File: src/rtl/mcs_pkg.sv
// ----------------------------------------------------------------------------
// mcs_pkg
// Types, widths and constants shared by the microcode sequencer files.
// ----------------------------------------------------------------------------
`default_nettype none

package mcs_pkg;

  // field widths
  localparam int unsigned AddrW    = 13;
  localparam int unsigned WordW    = 24;
  localparam int unsigned AdcW     = 10;
  localparam int unsigned PeriodW  = 20;
  localparam int unsigned StepW    = 3;
  localparam int unsigned BitSelW  = 3;
  localparam int unsigned InstrW   = 8;
  localparam int unsigned OpW      = 2;
  localparam int unsigned ModeW    = 2;
  localparam int unsigned CfgIdxW  = 3;
  localparam int unsigned CfgDataW = 10;
  localparam int unsigned ByteW    = 8;

  localparam int unsigned StoreDepth = 1 << AddrW;

  // the high control byte carries the halt flags
  localparam int unsigned HaltByteLsb = 16;
  // running half-period scale: difference shifted by this many bits
  localparam int unsigned ScaleShift  = 10;

  localparam logic [PeriodW-1:0] PausedPeriod = 20'd69;
  localparam logic [PeriodW-1:0] ResetPeriod  = 20'd1000000;

  // configuration reset values
  localparam logic [AdcW-1:0]    PauseThrRst   = 10'd50;
  localparam logic [AdcW-1:0]    MaxThrRst     = 10'd1000;
  localparam logic [AdcW-1:0]    MinPeriodRst  = 10'd400;
  localparam logic [BitSelW-1:0] StepRstBitRst = 3'd0;
  localparam logic [BitSelW-1:0] HaltBitRst    = 3'd0;

  typedef enum logic [OpW-1:0] {
    OP_LOAD = 2'd0,
    OP_ADC  = 2'd1,
    OP_STEP = 2'd2
  } opcode_e;

  typedef enum logic [ModeW-1:0] {
    MODE_PAUSE = 2'd0,
    MODE_RUN   = 2'd1,
    MODE_MAX   = 2'd2
  } mode_e;

  typedef enum logic [CfgIdxW-1:0] {
    CFG_PAUSE_THR    = 3'd0,
    CFG_MAX_THR      = 3'd1,
    CFG_MIN_PERIOD   = 3'd2,
    CFG_STEP_RST_BIT = 3'd3,
    CFG_HALT_BIT     = 3'd4
  } cfg_reg_e;

  typedef struct packed {
    logic [AdcW-1:0]    pause_thr;
    logic [AdcW-1:0]    max_thr;
    logic [AdcW-1:0]    min_period;
    logic [BitSelW-1:0] step_reset_bit;
    logic [BitSelW-1:0] halt_bit;
  } mcs_cfg_t;

  typedef struct packed {
    logic [StepW-1:0]   step;
    logic               halted;
    mode_e              mode;
    logic [PeriodW-1:0] period;
  } mcs_state_t;

  typedef struct packed {
    logic [WordW-1:0]   control_word;
    logic               stepped;
    logic [StepW-1:0]   used_step;
    logic [StepW-1:0]   next_step;
    logic               halted_now;
    logic [ModeW-1:0]   speed_mode;
    logic [PeriodW-1:0] half_period;
  } mcs_result_t;

  typedef struct packed {
    logic             wr_en;
    logic [AddrW-1:0] wr_addr;
    logic [WordW-1:0] wr_data;
    logic             rd_en;
    logic [AddrW-1:0] rd_addr;
  } mcs_store_req_t;

endpackage

`default_nettype wire

File: src/rtl/mcs_exec.sv
// ----------------------------------------------------------------------------
// mcs_exec
// Executes one transaction against the sequencer state: speed classification,
// step decode of the control word, halt latch.
// ----------------------------------------------------------------------------
`default_nettype none

module mcs_exec (
  input  wire [mcs_pkg::OpW-1:0]    op_i,
  input  wire [mcs_pkg::AdcW-1:0]   adc_i,
  input  wire [mcs_pkg::WordW-1:0]  rdata_i,
  input  wire mcs_pkg::mcs_cfg_t    cfg_i,
  input  wire mcs_pkg::mcs_state_t  state_i,
  output mcs_pkg::mcs_state_t       state_o,
  output mcs_pkg::mcs_result_t      result_o
);
  import mcs_pkg::*;

  logic               eligible;
  logic [AdcW-1:0]    speed_diff;
  logic [PeriodW-1:0] run_period;
  logic [ByteW-1:0]   ctrl_byte;
  logic [ByteW-1:0]   halt_byte;
  logic [WordW-1:0]   word;
  logic               stepped;

  // step allowed only with the clock going and not halted
  assign eligible   = ((state_i.mode == MODE_RUN) || (state_i.mode == MODE_MAX)) &&
                      !state_i.halted;
  assign speed_diff = cfg_i.max_thr - adc_i;
  assign run_period = {speed_diff, {ScaleShift{1'b0}}} + PeriodW'(cfg_i.min_period);
  assign ctrl_byte  = rdata_i[ByteW-1:0];
  assign halt_byte  = rdata_i[HaltByteLsb +: ByteW];

  // state update
  always_comb begin
    state_o = state_i;
    word    = '0;
    stepped = 1'b0;
    unique case (opcode_e'(op_i))
      OP_ADC: begin
        if (adc_i < cfg_i.pause_thr) begin
          state_o.mode   = MODE_PAUSE;
          state_o.period = PausedPeriod;
        end else if (adc_i > cfg_i.max_thr) begin
          state_o.mode   = MODE_MAX;
          state_o.period = PeriodW'(cfg_i.min_period);
        end else begin
          state_o.mode   = MODE_RUN;
          state_o.period = run_period;
        end
      end
      OP_STEP: begin
        if (eligible) begin
          word    = rdata_i;
          stepped = 1'b1;
          if (ctrl_byte[cfg_i.step_reset_bit]) begin
            state_o.step = '0;
          end else begin
            state_o.step = state_i.step + StepW'(1);
          end
          if (halt_byte[cfg_i.halt_bit]) begin
            state_o.halted = 1'b1;
          end
        end
      end
      default: begin
        // loads touch only the store, unused code is ignored
      end
    endcase
  end

  // result fields
  always_comb begin
    result_o.control_word = word;
    result_o.stepped      = stepped;
    result_o.used_step    = state_i.step;
    result_o.next_step    = state_o.step;
    result_o.halted_now   = state_o.halted;
    result_o.speed_mode   = state_o.mode;
    result_o.half_period  = state_o.period;
  end

endmodule

`default_nettype wire

File: config.mk
export PLATFORM = sky130hd
export DESIGN_NAME = mcs_exec
export DESIGN_NICKNAME = d
export VERILOG_FILES = /design/src/rtl/mcs_pkg.sv /design/src/rtl/mcs_exec.sv
export SDC_FILE = /design/constraint.sdc
export NUM_CORES = 1
export LEC_CHECK = 0
export BUFFER_PORTS_ARGS = -buffer_cell sky130_fd_sc_hd__buf_2
export CAP_MARGIN = 0
export CORE_UTILIZATION = 30
export DETAILED_ROUTE_END_ITERATION = 6
export PLACE_DENSITY = 0.77
export SLEW_MARGIN = 20
export SYNTH_ARGS = -nofsm -noshare
export SYNTH_HDL_FRONTEND = slang
export SYNTH_SLANG_ARGS = --single-unit
File: constraint.sdc
create_clock -name vclk -period 5.6
set_input_delay 0.28 -clock vclk [all_inputs]
set_output_delay 0.28 -clock vclk [all_outputs]
set_load 0.01 [all_outputs]
-- After elaboration in Yosys (flattened, before gate mapping)
Index checks and enable logic that the tools add are counted.
- add/sub/neg operators: 3
- magnitude comparators: 4
- equality and inequality tests: 4
- mux-type cells: 15
- reductions and logical operators: 3
- operator list (cell ; number):
    2-to-1 mux 22 bit ; 3
    2-to-1 mux 24 bit ; 2
    adder 20 x 10 -> 20 bit ; 1
    > comparator 10 bit ; 1
    < comparator 10 bit ; 1
    subtractor 10 bit ; 1
    < comparator 3 x 4 -> 1 bit, second input constant ; 2
    2-to-1 mux 4 bit ; 2
    binary-select mux 1 bit (select 3 bit) ; 2
    2-to-1 mux 1 bit ; 5
    == test 2 x 1 -> 1 bit, second input constant ; 2
    == test 2 bit, second input constant ; 2
    adder 3 x 1 -> 3 bit, second input constant ; 1
    2-to-1 mux 3 bit ; 1
    logical AND 1 bit ; 1
    zero test 1 bit ; 1
    logical OR 1 bit ; 1
- flip-flop bits (word level): 0
- input port bits: 98
- output and inout port bits: 80
- logic and storage cells: 29

-- Depth between registers and ports, before layout
- depth in word-level cells: 5
- depth in mapped cells: 11
- depth with buffers taken out: 9

-- Worst setup path after synthesis
No wires, ideal clock.
- kind: input-to-output
- from: input port cfg_i[16] (netlist bit)
- to: output port state_o[20] (netlist bit)
- arrival time: 2.229 ns
- data required time: 5.320 ns
- path slack: 3.091 ns
- stages: 11
- buffers on the path: 2
- path through: inv_1 -> ha_1 -> inv_1 -> fa_1 -> a211o_1 -> a21oi_2 -> o21bai_2 -> a31oi_2 -> buf_4 -> o21ai_0 -> buf_4
- RTL lines (what ; RTL line ; text):
    start: declaration ; mcs_exec.sv:12 ; input wire mcs_pkg::mcs_cfg_t cfg_i,
    end: declaration ; mcs_exec.sv:14 ; output mcs_pkg::mcs_state_t state_o,

==> Flow_metrics.wiki <==
{| class="wikitable"
! Metric !! Value
|-
| Met2 Wirelength || 2726 µm
|-
| Synthesized Nets || about 340
|-
| Hold_ws || 0.7843 ns
|-
| Data required time of the worst path || approximately 5.3 ns
|-
| Die H || 75.27 µm
|-
| Count of buffer and inverter cells on the critical path || 4
|-
| Total power per unit cell area || 88.72 nW/µm²
|-
| Setup Crit Path Kind || in2out
|-
| Number of clock-tree buffers in the layout || 0
|-
| Area of the die || 5665 µm²
|-
| Total wire length after detailed routing || 5627 µm
|-
| Pre-antenna DRT Iters || 4
|-
| Quantity of I/O buffers inserted on ports || around 180
|-
| Kind of capture point of the worst setup path || output port
|-
| Drt initial violations || 27
|-
| Max cap viols || 0
|-
| Share of power burned in registers || 0%
|-
| Headroom to the max-slew limit || between 50% and 60%
|-
| Antenna viol nets, final || 0
|-
| Internal cell power || 99.21 µW
|-
| Synthesis-to-layout area growth || 44.83%
|-
| Startpoint Class || input port
|-
| Top metal layer carrying routed signals || met4
|-
| Post-CTS Setup Inserts || 0
|-
| Post-layout minimum cycle time || around 3 ns
|-
| Run status || finished, final reports clean
|-
| Drt drc || 0
|-
| Worst-margin pin slew || 0.7342 ns
|-
| Min-Delay Path Depth || 2
|-
| Standby leakage power || 1.454 nW
|-
| Slowest stage cell, crit path || a31oi_2
|-
| Worst supply voltage drop on vdd || slightly above 0.04 mV
|-
| Largest net degree at the start of global routing || 27
|-
| CP top delay family || compound AO/OA/AOI/OAI gates
|-
| Post-route met1 wirelength || 2500 µm
|-
| Routed len/inst || 13.06 µm
|-
| Routability cong. || 0.8718
|-
| I/O Pins || 178
|-
| Average footprint of a synthesized cell || about 7.3 µm²
|-
| Number of warning messages in the yosys log || 0
|-
| Initial standard-cell utilization of the core || 31.33%
|-
| Top library cells by usage in the layout, fill and taps aside || buf_2 (178), inv_1 (26), and2_1 (25)
|-
| Proportion of power drawn by the clock network || 0%
|-
| Die outline width || 75.27 µm
|-
| Sequential cell count || 0
|-
| Worst stage delay on the critical path || roughly 0.64 ns
|-
| Synthesized instance count || 220
|-
| Post-Syn Area || roughly 1600 µm²
|-
| Number of rows created at floorplan || 26
|-
| Count of cell types in the netlist || 44
|-
| Highest attainable clock frequency || 333.3 MHz
|-
| Launch point of the worst hold path || state_i[25]
|-
| RSZ-0062 raised after global routing || no
|-
| Switching share of total power || 52.05%
|-
| Total met3 wirelength after detailed routing || 305 µm
|-
| Total routing resource utilization after global routing || between 15 and 20%
|-
| Final HPWL from detailed placement || 4976 µm
|-
| Combinational power share || between 90% and 100%
|-
| Number of antenna violations at the first check in global routing || 0
|-
| Ant. Diodes || 0
|-
| First-pass GRT wire length || 7810 µm
|-
| Final count of hold timing violations || 0
|-
| Total core area || 5140 µm²
|-
| Final period util || a little over half
|-
| Fillcell total || 546
|-
| Total count of max-transition violations in the final report || 0
|-
| Fraction of the yosys area taken by sequential cells || 0%
|-
| Vias post-DR || 2035
|-
| Nets || 482
|-
| Quantity of hold-fixing buffers added after cts || 0
|-
| Critical path arrival || 2.72 ns
|-
| Post-route design area || 2332 µm²
|-
| Fraction of layout cells with a size suffix above 1 || 52.63%
|-
| Class of the tightest hold or removal check || in2out
|-
| Setup TNS || 0 ns
|-
| Ratio of routed vias to standard cells || 4.722
|-
| Terminating pin of the worst hold path || result_o[28]
|-
| CP max FO || 12
|-
| Most common cell after layout, fill and taps aside || buf_2
|-
| Gates resized, CTS repair || 0
|-
| Total congestion overflow after global routing || 0
|-
| Via count of the first global-routing pass || 1750
|-
| Switching Power || 107.7 µW
|-
| Final setup violating endpoints || 0
|-
| Crit-path cells || buf_2, inv_1, ha_1, inv_1, fa_1, a211o_1, a21oi_2, o21bai_2, a31oi_2, o21ai_0, buf_2
|-
| FF+latch area || 0 µm²
|-
| Instance area after placement || ~2300 µm²
|}
-- per-layer routing --
metal | global-route usage (%) | vias up
met5 | 0 | -
met4 | 3.086 | 0
met3 | 0.2677 | 8
met2 | 33.93 | 97
met1 | 23.21 | 901
li1 | - | 1029
-- synthesized netlist by cell type (3+ instances only) --
cell	instances	area share [%]
buf_4	31	14
inv_1	26	6.1
and2_1	25	9.7
ha_1	20	16
nand2_1	15	3.5
a22o_1	10	5.4
o21ai_0	8	2.5
o31ai_1	8	3.7
a21oi_1	7	2.2
a21o_1	6	2.8
clkbuf_1	5	1.2
nor2_1	5	1.2
mux4_2	4	5.6
nor2b_1	4	1.6
o21a_1	4	1.9
xor2_1	4	2.2
nand2b_1	3	1.2
o22a_1	3	1.6
xnor2_1	3	1.6
-- logic make-up (layout without fill, tap and decap cells) --
| family | count (synthesis) | count (layout) | synth area share, % |
|---|---|---|---|
| multiplexers | 7 | 7 | 7.615 |
| XOR/XNOR | 7 | 7 | 3.807 |
| AO/OA/AOI/OAI | 60 | 60 | 28.67 |
| buffers and inverters | 63 | 204 | 21.99 |
| AND/OR/NAND/NOR | 62 | 62 | 21.14 |
| adder cells (fa/ha/maj) | 21 | 21 | 16.78 |
-- power by group through the flow --
stage	sequential [mW]	clock [mW]	combinational (mW)
floorplan	0	0	0.140
global placement	0	0	0.204
detailed placement	0	0	0.207
CTS	0	0	0.208
global route	0	0	0.232
finish	0	0	0.207
-- through the flow --
step	std cells	power (mW)	util (%)	setup slack [ns]
after floorplan	220	0.1398	-	3.091
after global placement	431	0.2037	45.37	2.641
after detailed placement	431	0.2072	45.37	2.574
after CTS	431	0.2082	45.37	2.575
after global routing	431	0.2323	45.37	2.435
final	431	0.2069	45.37	2.599
-- area by class of cell --
cell class                      count  area (µm²)  area share, %
Inverter                           26       97.59          4.185
Multi-Input combinational cell    157        1256          53.86
Tap cell                           70       87.58          3.755
Timing Repair Buffer              178       890.9          38.20
-- worst max-delay path by stage --
| stage | slack (ns) | end | cells past startpoint | startpoint |
|---|---|---|---|---|
| finish | 2.60 | result_o[20] | 11 | cfg_i[16] |
| global route | 2.44 | result_o[20] | 11 | cfg_i[16] |
| CTS | 2.57 | result_o[20] | 11 | cfg_i[16] |
| detailed placement | 2.57 | result_o[20] | 11 | cfg_i[16] |
| global placement | 2.64 | result_o[20] | 11 | cfg_i[16] |
| floorplan | 3.09 | state_o[20] | 11 | cfg_i[16] |
Note: power is estimated with default switching activity, not from simulation.
